<file path="src/design/rotation_matrix_to_euler_angles_core_assert.svh">
// ---------------------------------------------------------------------------
// Assertion macros
// Shared concurrent assertion forms for the rotation matrix to Euler core.
// ---------------------------------------------------------------------------
`ifndef ROTATION_MATRIX_TO_EULER_ANGLES_CORE_ASSERT_SVH
`define ROTATION_MATRIX_TO_EULER_ANGLES_CORE_ASSERT_SVH

// same-cycle implication
`define R2E_ASSERT_SAME(lbl, ante, cons) \
	lbl: assert property (@(posedge clk) disable iff (!arst_n) (ante) |-> (cons)) \
		else $error("same-cycle check failed");

// next-cycle implication
`define R2E_ASSERT_NEXT(lbl, ante, cons) \
	lbl: assert property (@(posedge clk) disable iff (!arst_n) (ante) |=> (cons)) \
		else $error("next-cycle check failed");

`endif

</file>
<file path="src/design/r2e_pkg.sv">
// ---------------------------------------------------------------------------
// r2e_pkg
// Types, constants and helper functions of the rotation matrix to Euler core.
// ---------------------------------------------------------------------------
package r2e_pkg;

	localparam int EW    = 16;
	localparam int SH    = 30 - EW;
	localparam int VW    = 31;
	localparam int CW    = 34;
	localparam int AW    = 26;
	localparam int OW    = 16;
	localparam int TW    = 11;
	localparam int RB    = 30;
	localparam int RW    = 60;
	localparam int STEPS = 16;
	localparam int LANES = 3;

	localparam int HALF_TURN    = 23040;
	localparam int QUARTER_TURN = 11520;
	localparam int ACC_HALF     = 180 * 32768;

	localparam logic REG_TOL = 1'b0;
	localparam logic [TW-1:0] TOL_RESET = TW'(1);

	typedef logic signed [EW-1:0] ent_t;
	typedef logic signed [OW-1:0] ang_t;
	typedef logic signed [VW-1:0] val_t;
	typedef logic signed [CW-1:0] cval_t;
	typedef logic signed [AW-1:0] acc_t;

	typedef struct packed {
		cval_t x;
		cval_t y;
		acc_t  acc;
		logic  spec;
		ang_t  specv;
	} cordic_t;

	typedef struct packed {
		logic [RW-1:0] rem;
		logic [RB-1:0] root;
	} sqrt_t;

	typedef struct packed {
		val_t py;
		val_t fx;
		val_t fy;
		val_t tx;
		val_t ty;
		logic sing;
		logic neg;
	} side_t;

	typedef struct packed {
		logic sing;
		logic neg;
	} flags_t;

	function automatic acc_t atan_tab(input logic [4:0] s);
		acc_t r;
		case (s)
			5'd0:  r = AW'(1474560);
			5'd1:  r = AW'(870484);
			5'd2:  r = AW'(459940);
			5'd3:  r = AW'(233473);
			5'd4:  r = AW'(117189);
			5'd5:  r = AW'(58652);
			5'd6:  r = AW'(29333);
			5'd7:  r = AW'(14667);
			5'd8:  r = AW'(7334);
			5'd9:  r = AW'(3667);
			5'd10: r = AW'(1833);
			5'd11: r = AW'(917);
			5'd12: r = AW'(458);
			5'd13: r = AW'(229);
			5'd14: r = AW'(115);
			5'd15: r = AW'(57);
			5'd16: r = AW'(29);
			5'd17: r = AW'(14);
			5'd18: r = AW'(7);
			5'd19: r = AW'(4);
			5'd20: r = AW'(2);
			5'd21: r = AW'(1);
			default: r = '0;
		endcase
		return r;
	endfunction

	function automatic cordic_t atan_prep(input val_t y, input val_t x);
		cordic_t c;
		c.x     = CW'(x);
		c.y     = CW'(y);
		c.acc   = '0;
		c.spec  = 1'b0;
		c.specv = '0;
		if (y == '0) begin
			c.spec  = 1'b1;
			c.specv = (x < 0) ? OW'(HALF_TURN) : '0;
		end else if (x == '0) begin
			c.spec  = 1'b1;
			c.specv = (y > 0) ? OW'(QUARTER_TURN) : -OW'(QUARTER_TURN);
		end else if (x < 0) begin
			c.acc = (y > 0) ? AW'(ACC_HALF) : -AW'(ACC_HALF);
			c.x   = -c.x;
			c.y   = -c.y;
		end
		return c;
	endfunction

	function automatic ang_t atan_fin(input cordic_t c);
		acc_t sum;
		logic signed [AW-9:0] r;
		ang_t a;
		sum = c.acc + AW'(128);
		r   = (AW-8)'(sum >>> 8);
		if (r > (AW-8)'(HALF_TURN)) begin
			a = OW'(HALF_TURN);
		end else if (r < -(AW-8)'(HALF_TURN)) begin
			a = -OW'(HALF_TURN);
		end else begin
			a = OW'(r);
		end
		return c.spec ? c.specv : a;
	endfunction

	function automatic ang_t snap(input ang_t d, input logic [TW-1:0] tol);
		logic signed [18:0] e;
		logic signed [18:0] t;
		logic signed [18:0] tg [5];
		ang_t r;
		logic hit;
		e = 19'(d);
		t = 19'({1'b0, tol});
		tg[0] = '0;
		tg[1] = 19'(HALF_TURN);
		tg[2] = 19'(2 * HALF_TURN);
		tg[3] = -19'(HALF_TURN);
		tg[4] = -19'(2 * HALF_TURN);
		r = d;
		hit = 1'b0;
		for (int k = 0; k < 5; k++) begin
			if (!hit && (tg[k] - t < e) && (e < tg[k] + t)) begin
				r = OW'(tg[k]);
				hit = 1'b1;
			end
		end
		return r;
	endfunction

endpackage

</file>
<file path="src/design/r2e_sqrt_cell.sv">
// ---------------------------------------------------------------------------
// r2e_sqrt_cell
// One digit of the integer square root: trial subtract and root bit decide.
// ---------------------------------------------------------------------------
module r2e_sqrt_cell (
	input  logic            clk,
	input  logic            advance,
	input  logic [4:0]      step,
	input  r2e_pkg::sqrt_t  d_in,
	output r2e_pkg::sqrt_t  d_out
);
	import r2e_pkg::*;

	logic [4:0]  b;
	logic [RW:0] trial;
	sqrt_t       nxt;

	always_comb begin
		b     = 5'(RB - 1) - step;
		trial = ((RW+1)'(d_in.root) << (b + 5'd1)) + ((RW+1)'(1) << {b, 1'b0});
		nxt   = d_in;
		if ({1'b0, d_in.rem} >= trial) begin
			nxt.rem  = d_in.rem - trial[RW-1:0];
			nxt.root = d_in.root | (RB'(1) << b);
		end
	end

	always_ff @(posedge clk) begin
		if (advance) begin
			d_out <= nxt;
		end
	end

endmodule

</file>
<file path="config.mk">
export PLATFORM = sky130hd
export DESIGN_NAME = r2e_sqrt_cell
export DESIGN_NICKNAME = d
export VERILOG_FILES = /design/src/design/rotation_matrix_to_euler_angles_core_assert.svh /design/src/design/r2e_pkg.sv /design/src/design/r2e_sqrt_cell.sv
export SDC_FILE = /design/constraint.sdc
export NUM_CORES = 1
export LEC_CHECK = 0
export ABC_CLOCK_PERIOD_IN_PS = 29400
export BUFFER_PORTS_ARGS = -buffer_cell sky130_fd_sc_hd__buf_2
export CORE_ASPECT_RATIO = 0.5
export CORE_MARGIN = 2
export CORE_UTILIZATION = 58
export CTS_CLUSTER_DIAMETER = 30
export DETAILED_ROUTE_END_ITERATION = 8
export HOLD_SLACK_MARGIN = 0.08
export PLACE_DENSITY = 0.86
export SYNTH_ARGS = -nofsm -noshare
export SYNTH_HDL_FRONTEND = slang
export SYNTH_SLANG_ARGS = --single-unit
</file>
<file path="constraint.sdc">
create_clock -name clk -period 29.4 [get_ports clk]
set_clock_uncertainty 0.05 [all_clocks]
set_input_delay 8.82 -clock clk [delete_from_list [all_inputs] [get_ports clk]]
set_output_delay 8.82 -clock clk [all_outputs]
set_load 0.1 [all_outputs]
</file>
# After elaboration in Yosys (flattened, before gate mapping)
# Index checks and enable logic that the tools add are counted.
# totals
elab_cells	12
ff_bits	90
inputBits	97
out_inout_bits	90
# op_classes
mux	1
magnitude_cmp	1
n_addsub	4
n_bitwise	1
n_shift	3
# ops
op	n
$mux 90	1
$add 61x61->61	1
$ge 60x61->1	1
$shl 1x6->61 const A	1
$shl 30x5->61	1
$sub 60x60->60	1
$or 30x30->30	1
$shl 1x5->30 const A	1
$add 5x1->5 const B	1
$sub 5x5->5 const A	1

# Logic depth before layout (Yosys ltp)
# logic_depth
word_depth	6
mapped_depth	44
mapped_depth_nobuf	35

# Worst setup path after synthesis
# Ideal clock, no wire load.
# synth_path
path_kind	input to register
start	in step[0]
end	reg d_out[86] (netlist name), data pin
arrival_time_ns	16.891
setup_time_ns	0.262
n_path_buf	8
slack_ns	12.197
path_stages	36
required_time_ns	29.088
path_cell_list	buf_4 inv_1 buf_1 clkbuf_1 ha_1 buf_2 buf_4 buf_2 buf_2 buf_1 mux2_2 o21ai_0 o21ai_0 a21oi_1 nor2_1 ha_1 a41oi_1 or3b_1 o31a_1 o21ba_2 a21oi_1 o21ai_0 xnor2_1 ha_1 and3_1 and2_1 and4_1 and3_1 a2111oi_0 nor4_1 o31ai_1 nand2b_1 a311o_1 a211oi_1 xnor2_1 mux2_1
# synth_lines
element	line	source
start, declared	r2e_sqrt_cell.sv:8	input logic [4:0] step,
end signal, assigned	r2e_sqrt_cell.sv:30	d_out <= nxt;
end, declared	r2e_sqrt_cell.sv:10	output r2e_pkg::sqrt_t d_out

==> metrics <==
CP peak stage delay=770 ps; max FFs per register=90; First DRT Iteration DRCs=1423; fill count=1676; multi-input logic area=9010 um2; WL per Instance=23.4 um; Top reg by flops=d_out; via count=12000; status=finished clean; clock-pin slew on the worst setup and hold paths=60 ps; FFs w/ async S/R, synth=0%; layout net count=1710; clock share of power=12.6%; final hold vios=0; synthesized area=12100 um2; PwrDens=70.6 nW/um2; placed cells=1774; Syn-to-layout area delta=11.1%; antenna violations before repair=0; Pint=0.433 mW; cts hold-fix bufs=0; initial core utilization=59.1%; Post-Syn Instances=1366; share of layout cells above drive strength 1=21.2%; first-pass GRT wire length=63500 um; H-tree depth=3; min Tclk post-route=19410 ps; sinks on the clock net=90; worst slew pin tran=1230 ps; Ports=187; Compound-Gate Fraction of Synth Area=22.3%; GRT Total Usage=37.6%; sequential cell area=2700 um2; GP Congestion=1.01; Simple-Gate Fraction of Synth Area=16.8%; Die Span X=208 um; final instance area=13500 um2; utilization after layout=65.6%; post-synth top area cell=edfxtp_1; total gr overflow=0; largest family of logic cells by synthesized area=compound AO/OA/AOI/OAI gates; biggest regs=d_out (90); Logic pwr share=67.9%; kind of critical path=in2reg; dominant synthesized flop cell=edfxtp_1; number of routed nets with antenna violations=0; Post-Synth XOR/XNOR Area=8.40%; f_max=51.5 MHz; core area=20500 um2; net count after synthesis=1564; Slew headroom=17.8%; # diodes=0; RSZ-0062 raised after global routing=no; final period utilization=66.0%; Leak=5.75 nW; Finished Layout Cells=1789; arrival time at the worst endpoint=19490 ps; Synthesis Warnings=0; Routed WL=41800 um; mux contribution to synthesized area=16.4%; area share of the largest cell type after synthesis=22.3%; Die Area=22100 um2; placed inst area=13200 um2; post-synthesis sequential area ratio=22.3%; largest net degree at the start of global routing=91; HP Class=in2reg; vias in the first global route=11200; EDFF count, synth=90; Psw=0.516 mW; clk buf depth=2; postcts setup bufs=0; TNS Setup=0 ps; required time worst endpoint=29480 ps; synth top area cells=edfxtp_1 (22%), ha_1 (10%), mux4_2 (5.4%); Net Sw Frac=54.4%; Initial DRT Pass Iterations=8; final setup violation count=0; CTS tree=yes; slowest CP cell=mux2_4; post-CTS sizing=0; Hold WS=8690 ps; synthesized area per cell=8.87 um2; number of max-cap violations=0; number of synthesized register bits=90; Synth cell types=82; DR vias/cell=6.69; Port Buf Inserts=186; startpoint types=primary input; Adder-Cell Fraction of Synth Area=10.5%; Crit. End Element=register; Critical Path Fanout Max=69; Die Y=106 um; Slew Viols, Final=0; Post-route DRC=0; hpwl dp=33000 um; sequential power share=19.5%; root buffer cell=clkbuf_16; CTS Buf Count=9; Peak VDD IR=0.0000424 V; Site Rows=37
per-layer routing:
layer  vias to the layer above  routed length, um  part of all wire [%]  GRT usage, %
li1                       5494                  -                     -             -
met3                        82               5390                    13          12.6
met5                         -                  0                     0             0
met4                         0                986                   2.4          10.3
met1                      5671              18600                    45          54.6
met2                       713              16800                    40          52.7
metrics by stage:
stage | total power [mW] | setup slack (ps)
after global placement | 0.806 | 10280
after detailed placement | 0.817 | 10070
after global routing | 0.989 | 9420
after CTS | 0.938 | 10480
final | 0.949 | 9990
after floorplan | 0.685 | 12200
cells by family after synthesis:
| group | Yosys count |
|---|---|
| adder cells (fa/ha/maj) | 101 |
| AO/OA/AOI/OAI | 401 |
| AND/OR/NAND/NOR | 418 |
| flip-flops | 90 |
| multiplexers | 152 |
| XOR/XNOR | 111 |
| buffers and inverters | 93 |
power groups by stage:
stage | logic, mW | clock network (mW) | registers [mW]
after floorplan | 0.304 | 0 | 0.381
after global placement | 0.619 | 0 | 0.187
after detailed placement | 0.628 | 0 | 0.188
after CTS | 0.632 | 0.121 | 0.186
after global routing | 0.677 | 0.124 | 0.188
final | 0.645 | 0.119 | 0.186
Yosys cell counts, types with 5 or more instances:
cell type / n
o22ai_1: 5
and3_1: 29
a31o_2: 14
a211oi_1: 15
o211ai_1: 14
ha_1: 100
nand2_1: 117
buf_4: 8
o21a_1: 15
mux4_2: 29
xor2_1: 37
nor2b_1: 27
o21ai_0: 72
nor3b_1: 5
a21oi_1: 104
nor2_1: 101
a41o_1: 7
nand3_1: 36
nand4_1: 17
o21bai_1: 10
nand2b_1: 13
clkbuf_1: 28
nor3_1: 21
mux2_2: 49
a221oi_1: 6
o31ai_1: 8
mux2_1: 28
a31oi_1: 22
a21o_1: 51
inv_1: 33
a31o_1: 7
buf_1: 12
mux2i_1: 45
edfxtp_1: 90
xnor2_1: 71
buf_2: 9
and2_1: 26
o211a_1: 5
area by class of cell:
class	instances	area share (%)
clock buffers	10	1.70
clock inverters	5	0.409
inverters	34	0.948
multi-input cells	1183	66.9
flip-flops and latches	90	20.1
well taps	273	2.54
repair buffers	194	7.38
path summary, 6_finish.rpt:
check                     from                  end  slack [ps]  cells past startpoint
worst max-delay path   step[0]  d_out[49]$_DFFE_PP_        9990                     33
worst min-delay path  d_in[70]  d_out[70]$_DFFE_PP_        8690                      2
worst max-delay path: cells and delay by family:
family                     cells  cell delay, ps
adders and majority gates      3            1360
xor gates and xnor gates       1             170
AOI/OAI and AO/OA             12            3430
and+or+nand+nor               11            2520
muxes                          3            1470
buffers and inverters          3            1560
placed cells by master, fill, tap and decap left out, types with 5 or more instances in the layout:
cell type	netlist	layout
buf_2	9	185
nand2_1	117	117
a21oi_1	104	104
nor2_1	101	101
ha_1	100	99
edfxtp_1	90	90
o21ai_0	72	72
xnor2_1	71	71
a21o_1	51	51
mux2_2	49	49
mux2i_1	45	45
xor2_1	37	37
nand3_1	36	36
inv_1	33	33
and3_1	29	29
mux4_2	29	29
mux2_1	28	28
nor2b_1	27	27
and2_1	26	26
a31oi_1	22	22
nor3_1	21	21
nand4_1	17	17
o21a_1	15	15
a211oi_1	15	15
o211ai_1	14	14
a31o_2	14	14
nand2b_1	13	13
o21bai_1	10	10
clkbuf_16	0	9
buf_4	8	9
o31ai_1	8	8
a41o_1	7	7
a31o_1	7	7
a221oi_1	6	6
o22ai_1	5	5
o211a_1	5	5
nor3b_1	5	5
(Power assumes the default switching activity.)
