### config.mk
export PLATFORM = sky130hd
export DESIGN_NAME = r2e_cordic_cell
export DESIGN_NICKNAME = d
export VERILOG_FILES = /design/src/design/rotation_matrix_to_euler_angles_core_assert.svh /design/src/design/r2e_pkg.sv /design/src/design/r2e_cordic_cell.sv
export SDC_FILE = /design/constraint.sdc
export NUM_CORES = 1
export LEC_CHECK = 0
export BUFFER_PORTS_ARGS = -buffer_cell sky130_fd_sc_hd__buf_2
export CAP_MARGIN = 20
export CORE_MARGIN = 2
export CORE_UTILIZATION = 30
export DETAILED_ROUTE_END_ITERATION = 10
export GPL_ROUTABILITY_DRIVEN = 0
export SETUP_SLACK_MARGIN = 0.4
export SYNTH_ARGS = -nofsm -noshare
export SYNTH_HDL_FRONTEND = slang
export SYNTH_SLANG_ARGS = --single-unit
### constraint.sdc
create_clock -name clk -period 19.4 [get_ports clk]
set_input_delay 4.85 -clock clk [delete_from_list [all_inputs] [get_ports clk]]
set_output_delay 4.85 -clock clk [all_outputs]
set_load 0.02 [all_outputs]
### src/design/rotation_matrix_to_euler_angles_core_assert.svh
// ---------------------------------------------------------------------------
// Assertion macros
// Shared concurrent assertion forms for the rotation matrix to Euler core.
// ---------------------------------------------------------------------------
`ifndef ROTATION_MATRIX_TO_EULER_ANGLES_CORE_ASSERT_SVH
`define ROTATION_MATRIX_TO_EULER_ANGLES_CORE_ASSERT_SVH

// same-cycle implication
`define R2E_ASSERT_SAME(lbl, ante, cons) \
	lbl: assert property (@(posedge clk) disable iff (!arst_n) (ante) |-> (cons)) \
		else $error("same-cycle check failed");

// next-cycle implication
`define R2E_ASSERT_NEXT(lbl, ante, cons) \
	lbl: assert property (@(posedge clk) disable iff (!arst_n) (ante) |=> (cons)) \
		else $error("next-cycle check failed");

`endif

### src/design/r2e_pkg.sv
// ---------------------------------------------------------------------------
// r2e_pkg
// Types, constants and helper functions of the rotation matrix to Euler core.
// ---------------------------------------------------------------------------
package r2e_pkg;

	localparam int EW    = 16;
	localparam int SH    = 30 - EW;
	localparam int VW    = 31;
	localparam int CW    = 34;
	localparam int AW    = 26;
	localparam int OW    = 16;
	localparam int TW    = 11;
	localparam int RB    = 30;
	localparam int RW    = 60;
	localparam int STEPS = 16;
	localparam int LANES = 3;

	localparam int HALF_TURN    = 23040;
	localparam int QUARTER_TURN = 11520;
	localparam int ACC_HALF     = 180 * 32768;

	localparam logic REG_TOL = 1'b0;
	localparam logic [TW-1:0] TOL_RESET = TW'(1);

	typedef logic signed [EW-1:0] ent_t;
	typedef logic signed [OW-1:0] ang_t;
	typedef logic signed [VW-1:0] val_t;
	typedef logic signed [CW-1:0] cval_t;
	typedef logic signed [AW-1:0] acc_t;

	typedef struct packed {
		cval_t x;
		cval_t y;
		acc_t  acc;
		logic  spec;
		ang_t  specv;
	} cordic_t;

	typedef struct packed {
		logic [RW-1:0] rem;
		logic [RB-1:0] root;
	} sqrt_t;

	typedef struct packed {
		val_t py;
		val_t fx;
		val_t fy;
		val_t tx;
		val_t ty;
		logic sing;
		logic neg;
	} side_t;

	typedef struct packed {
		logic sing;
		logic neg;
	} flags_t;

	function automatic acc_t atan_tab(input logic [4:0] s);
		acc_t r;
		case (s)
			5'd0:  r = AW'(1474560);
			5'd1:  r = AW'(870484);
			5'd2:  r = AW'(459940);
			5'd3:  r = AW'(233473);
			5'd4:  r = AW'(117189);
			5'd5:  r = AW'(58652);
			5'd6:  r = AW'(29333);
			5'd7:  r = AW'(14667);
			5'd8:  r = AW'(7334);
			5'd9:  r = AW'(3667);
			5'd10: r = AW'(1833);
			5'd11: r = AW'(917);
			5'd12: r = AW'(458);
			5'd13: r = AW'(229);
			5'd14: r = AW'(115);
			5'd15: r = AW'(57);
			5'd16: r = AW'(29);
			5'd17: r = AW'(14);
			5'd18: r = AW'(7);
			5'd19: r = AW'(4);
			5'd20: r = AW'(2);
			5'd21: r = AW'(1);
			default: r = '0;
		endcase
		return r;
	endfunction

	function automatic cordic_t atan_prep(input val_t y, input val_t x);
		cordic_t c;
		c.x     = CW'(x);
		c.y     = CW'(y);
		c.acc   = '0;
		c.spec  = 1'b0;
		c.specv = '0;
		if (y == '0) begin
			c.spec  = 1'b1;
			c.specv = (x < 0) ? OW'(HALF_TURN) : '0;
		end else if (x == '0) begin
			c.spec  = 1'b1;
			c.specv = (y > 0) ? OW'(QUARTER_TURN) : -OW'(QUARTER_TURN);
		end else if (x < 0) begin
			c.acc = (y > 0) ? AW'(ACC_HALF) : -AW'(ACC_HALF);
			c.x   = -c.x;
			c.y   = -c.y;
		end
		return c;
	endfunction

	function automatic ang_t atan_fin(input cordic_t c);
		acc_t sum;
		logic signed [AW-9:0] r;
		ang_t a;
		sum = c.acc + AW'(128);
		r   = (AW-8)'(sum >>> 8);
		if (r > (AW-8)'(HALF_TURN)) begin
			a = OW'(HALF_TURN);
		end else if (r < -(AW-8)'(HALF_TURN)) begin
			a = -OW'(HALF_TURN);
		end else begin
			a = OW'(r);
		end
		return c.spec ? c.specv : a;
	endfunction

	function automatic ang_t snap(input ang_t d, input logic [TW-1:0] tol);
		logic signed [18:0] e;
		logic signed [18:0] t;
		logic signed [18:0] tg [5];
		ang_t r;
		logic hit;
		e = 19'(d);
		t = 19'({1'b0, tol});
		tg[0] = '0;
		tg[1] = 19'(HALF_TURN);
		tg[2] = 19'(2 * HALF_TURN);
		tg[3] = -19'(HALF_TURN);
		tg[4] = -19'(2 * HALF_TURN);
		r = d;
		hit = 1'b0;
		for (int k = 0; k < 5; k++) begin
			if (!hit && (tg[k] - t < e) && (e < tg[k] + t)) begin
				r = OW'(tg[k]);
				hit = 1'b1;
			end
		end
		return r;
	endfunction

endpackage

### src/design/r2e_cordic_cell.sv
// ---------------------------------------------------------------------------
// r2e_cordic_cell
// One vectoring CORDIC micro-rotation with its angle accumulator.
// ---------------------------------------------------------------------------
module r2e_cordic_cell (
	input  logic              clk,
	input  logic              advance,
	input  logic [4:0]        step,
	input  r2e_pkg::cordic_t  d_in,
	output r2e_pkg::cordic_t  d_out
);
	import r2e_pkg::*;

	cval_t   xs;
	cval_t   ys;
	cordic_t nxt;

	always_comb begin
		xs  = d_in.x >>> step;
		ys  = d_in.y >>> step;
		nxt = d_in;
		if (d_in.y >= 0) begin
			nxt.x   = d_in.x + ys;
			nxt.y   = d_in.y - xs;
			nxt.acc = d_in.acc + atan_tab(step);
		end else begin
			nxt.x   = d_in.x - ys;
			nxt.y   = d_in.y + xs;
			nxt.acc = d_in.acc - atan_tab(step);
		end
	end

	always_ff @(posedge clk) begin
		if (advance) begin
			d_out <= nxt;
		end
	end

endmodule

; After elaboration in Yosys (flattened, before gate mapping)
; Memories as Yosys holds them, arrays and structs flattened.
; Cells that the tools add are included.
[classes]
addsub = 6
magnitude_cmp = 1
shifts = 2
mux = 3
[op_table]
columns = op, n
row1 = $mux 94, 1
row2 = $add 34x34->34, 2
row3 = $sshr 34x5->34, 2
row4 = $sub 34x34->34, 2
row5 = $mux 26, 2
row6 = $ge 34x1->1 const B, 1
row7 = $add 26x26->26, 1
row8 = $sub 26x26->26, 1
[word_totals]
regBits = 111
mem_bits_ro = 1344
in_bits = 118
output_inout_bits = 111
word_cells = 19
n_memories = 2
[memory_table]
columns = memory, depth, width, read_ports, rd_ports_with_merged_regs, wr, line_no
row1 = (name not given), 32, 21, 1, 0, 0, r2e_pkg.sv:62  ; case (s)
row2 = (name not given), 32, 21, 1, 0, 0, r2e_pkg.sv:62

; Logic depth before layout (Yosys ltp)
[depth]
depth_word = 4
ltp_mapped = 27
mapped_depth_nobuf = 21

; Worst setup path after synthesis
; OpenSTA, ideal clock, no wires.
[synth_timing]
path_type = input to register
from = input port step[0]
to = register d_out[76] (netlist name) (data pin)
setup_time_ns = 0.268
t_arrival_ns = 10.432
required_ns = 19.132
path_slack_ns = 8.701
stages = 25
n_path_buf = 6
cell_sequence = buf_6 -> buf_6 -> buf_6 -> buf_4 -> buf_2 -> buf_1 -> mux2i_1 -> a22oi_1 -> and3_1 -> nor4_1 -> ha_1 -> nand4_2 -> or4_4 -> or3b_1 -> nand2_1 -> xor2_1 -> ha_1 -> a21o_1 -> or4_1 -> a221oi_1 -> o31a_1 -> o21bai_1 -> a41o_1 -> o41ai_1 -> xnor2_1
[synth_lines]
columns = element, line_no
row1 = start: declaration, r2e_cordic_cell.sv:8  ; input logic [4:0] step,
row2 = end signal: assignment, r2e_cordic_cell.sv:35  ; d_out <= nxt;
row3 = end: declaration, r2e_cordic_cell.sv:10  ; output r2e_pkg::cordic_t d_out

==> summary.txt <==
Place
  – # port buffers: around 230
  – Total instance count after detailed placement: around 2.5k
  – Instance area after placement: between 0.015 and 0.02 mm²
  – HPWL reported at the end of detailed placement: 44.0 mm
  – Worst setup slack before clock tree synthesis: between 7 and 8 ns

Logic synthesis
  – Most frequently used flop master after synthesis: edfxtp_1
  – Total nets after synthesis: approximately 1.9k
  – Share of async-settable or async-resettable flops after synthesis: 0
  – Sequential area share after synthesis: 0.219
  – Mapped cell area: roughly 0.015 mm²
  – Seq cells post-synth: 111
  – Biggest area contributors in the synthesized netlist: edfxtp_1 22%, mux4_2 11%, ha_1 8.2%
  – Synth Warn #: 0
  – Synthesized netlist cell count: 1,677
  – Synthesized area per cell: 9.07 µm²
  – Largest area contributor in the synthesized netlist: edfxtp_1
  – Count of unique library cells instantiated by Yosys: 91
  – Number of synthesized flops with an enable pin: about 110
  – Share of Yosys cell area claimed by the top area cell type: 0.219

Global route
  – Overflow left after global routing: 0
  – GRT Resource Usage Total: 0.213
  – Number of global-route vias before repair: around 15k
  – First-pass GRT wire length: ~87 mm
  – Initial antenna violation count: 3
  – Pin count of the biggest net entering global routing: 82

Drt
  – WL per Instance: ~23 µm
  – Routed via count divided by cell count: about 6
  – Sum of routed wire length over all layers: roughly 57 mm
  – DR iter-0 viols: between 1.5k and 2k
  – Number of antenna-violating nets in the routed design: 0
  – Vias: 15.0k
  – Number of iterations in the first detailed-routing pass: 6
  – DRC violation count after routing: 0

CTS
  – CTS tree: done
  – Clock tree root buffer cell: clkbuf_16
  – H-tree depth reported by CTS: 3
  – Clk sink count: 111
  – Clock-pin slew reported for the worst setup and hold paths after clock tree synthesis: 0.09 ns
  – Number of buffers created by CTS: 9
  – Total of hold buffers inserted after clock tree synthesis: 0
  – Post-cts resize count: 0
  – Largest buffer count on any clock path: 2
  – Buffers inserted during post-CTS setup optimization: 0

Power
  – Static leakage: ~6.9 nW
  – Net Switching: approximately 0.57 mW
  – Switching part of the total: 0.445
  – Clock network fraction of total power: 0.156
  – Maximum ir drop on the vdd rail: roughly 0.045 mV
  – Internal power contribution: about 0.71 mW
  – Register share of total power: 0.281
  – Power per cell area: roughly 75 mW/mm²
  – Overall power after layout: between 1 and 1.5 mW
  – Gate power share: 0.563

Floorplan
  – Number of cell rows: 82
  – Die width: roughly 230 µm
  – Starting Density: 0.304
  – Placeable core area: roughly 0.05 mm²
  – Die Y: ~230 µm
  – Floorplan die area: approximately 0.053 mm²
  – Num ports: around 230

Timing
  – Setup TNS Final: 0 ns
  – Transition at the pin with the smallest max-transition slack: about 1.1 ns
  – Final Hold Slack: 4.62 ns
  – Relative slew margins: 0.251
  – Count of endpoints failing hold in the final timing report: 0
  – Setup-violating endpoint count in the final report: 0
  – Worst Setup Slack, final: ~7.7 ns
  – Maximum achievable frequency: between 80 and 90 MHz
  – Unrepaired setup endpoints after global routing: false
  – Number of pins exceeding their max-slew limit in the final report: 0
  – Crit share post-route: 0.605
  – Min Clock Period, post-route: roughly 12 ns

Critical path
  – Critical Path Fanout Max: between 60 and 70
  – Setup crit start kind: input pin
  – Cell-by-cell listing of the critical path: buf_4 > buf_4 > mux4_2 > a22o_1 > a2111oi_0 > a21o_1 > nand4b_1 > nor4_2 > nand2_1 > o21ai_0 > xnor2_1 > ha_1 > a21o_1 > a2111o_1 > nor3_1 > o31a_1 > o21bai_1 > a41o_1 > o41ai_1 > xnor2_1
  – Cell with the largest stage delay on the worst path: buf_4
  – Critical setup path kind: input pin to register
  – Critical path arrival: between 10 and 15 ns
  – Critical Path End Type: register
  – Critical Path Max Stage Delay: around 0.90 ns
  – Required time of the critical path: 19.54 ns

Cells and area
  – Max reg flops: roughly 110
  – Cell area after layout: around 0.017 mm²
  – Most frequent standard cell in the layout excluding fill and tap cells: buf_2
  – Top register by number of flip-flops: d_out
  – Largest regs: d_out x111
  – Area taken by flip-flops and latches: 0.00333 mm²
  – Fill cell count: ~5.2k
  – Final Net Count: 2,060
  – Core occupancy in the finished layout: 0.343
  – Top library cells by usage in the layout, fill and taps aside: 225 x buf_2, 161 x nand2_1, 111 x edfxtp_1
  – Area taken by multi-input logic gates: about 0.011 mm²
  – Share of layout cells above drive strength 1: 0.215
  – Final Instance Count excl. Fillers: 2,518
  – Area growth, synth to finish: 12.9%

Min path
  – Worst min-delay path class: input pin to register
  – Number of stages on the worst hold path: 1

Run status
  – Result of the run: completed

Job
  – Max Cap Viol: 0
critical path, delay by kind of cell:
family                   cells  cell delay (ns)
adder cells (fa/ha/maj)      1             0.34
AO/OA/AOI/OAI               10             2.97
buffers and inverters        2             1.34
XOR/XNOR                     2             0.22
multiplexers                 1             0.64
AND/OR/NAND/NOR              4             1.43
final timing paths:
path	startpoint	to	slack, ns
min	d_in[10]	d_out[10]	4.62
max	step[0]	d_out[76]	7.66
Yosys cell counts (13+ instances only):
cell / instances
o21ai_1: 14
ha_1: 100
o31ai_1: 15
nand2_1: 161
a22oi_1: 24
clkbuf_1: 48
and3_1: 17
o21a_1: 22
xor2_1: 58
nand2b_1: 30
mux2i_1: 66
xnor2_1: 88
and2_1: 13
o21bai_1: 15
o22ai_1: 14
a21o_1: 42
inv_1: 46
nor2b_1: 26
a211oi_1: 19
nand4_1: 15
o21ai_0: 94
o211ai_1: 13
nor2_1: 108
a21oi_1: 90
edfxtp_1: 111
mux4_2: 76
nor3_1: 31
mux2_2: 33
buf_2: 18
nand3_1: 46
a31oi_1: 17
buf_1: 13
layer usage:
layer,vias to the layer above,routed length (µm),GRT usage
li1,6787,-,-
met3,193,5110,0.0504
met2,861,25300,0.331
met4,2,3350,0.117
met1,7147,23300,0.271
met5,-,7,0
cells by family (layout without fill, tap and decap cells):
kind of cell | count (synthesis) | after routing | synth area share
buffers and inverters | 142 | 309 | 0.0422
adders and majority gates | 103 | 103 | 0.0862
muxes | 183 | 183 | 0.186
xor gates and xnor gates | 148 | 148 | 0.0870
AOI/OAI and AO/OA | 484 | 484 | 0.217
other | 0 | 2 | 0
DFF | 111 | 111 | 0.219
and+or+nand+nor | 506 | 506 | 0.163
cell type report:
cell class,count,area share
well taps,672,0.0490
inverters,48,0.0105
repair buffers,245,0.0743
flip-flops and latches,111,0.194
clock inverters,7,0.00423
multi-input cells,1424,0.654
diodes,2,0.000291
clock buffers,9,0.0131
power groups by stage:
stage	clock [mW]	combinational, mW	sequential (mW)
2_1_floorplan	0	0.425	0.441
3_5_place_dp	0	0.709	0.366
3_3_place_gp	0	0.702	0.367
5_1_grt	0.216	0.781	0.366
6_report	0.199	0.721	0.360
4_1_cts	0.211	0.714	0.362
(Power assumes the default switching activity.)
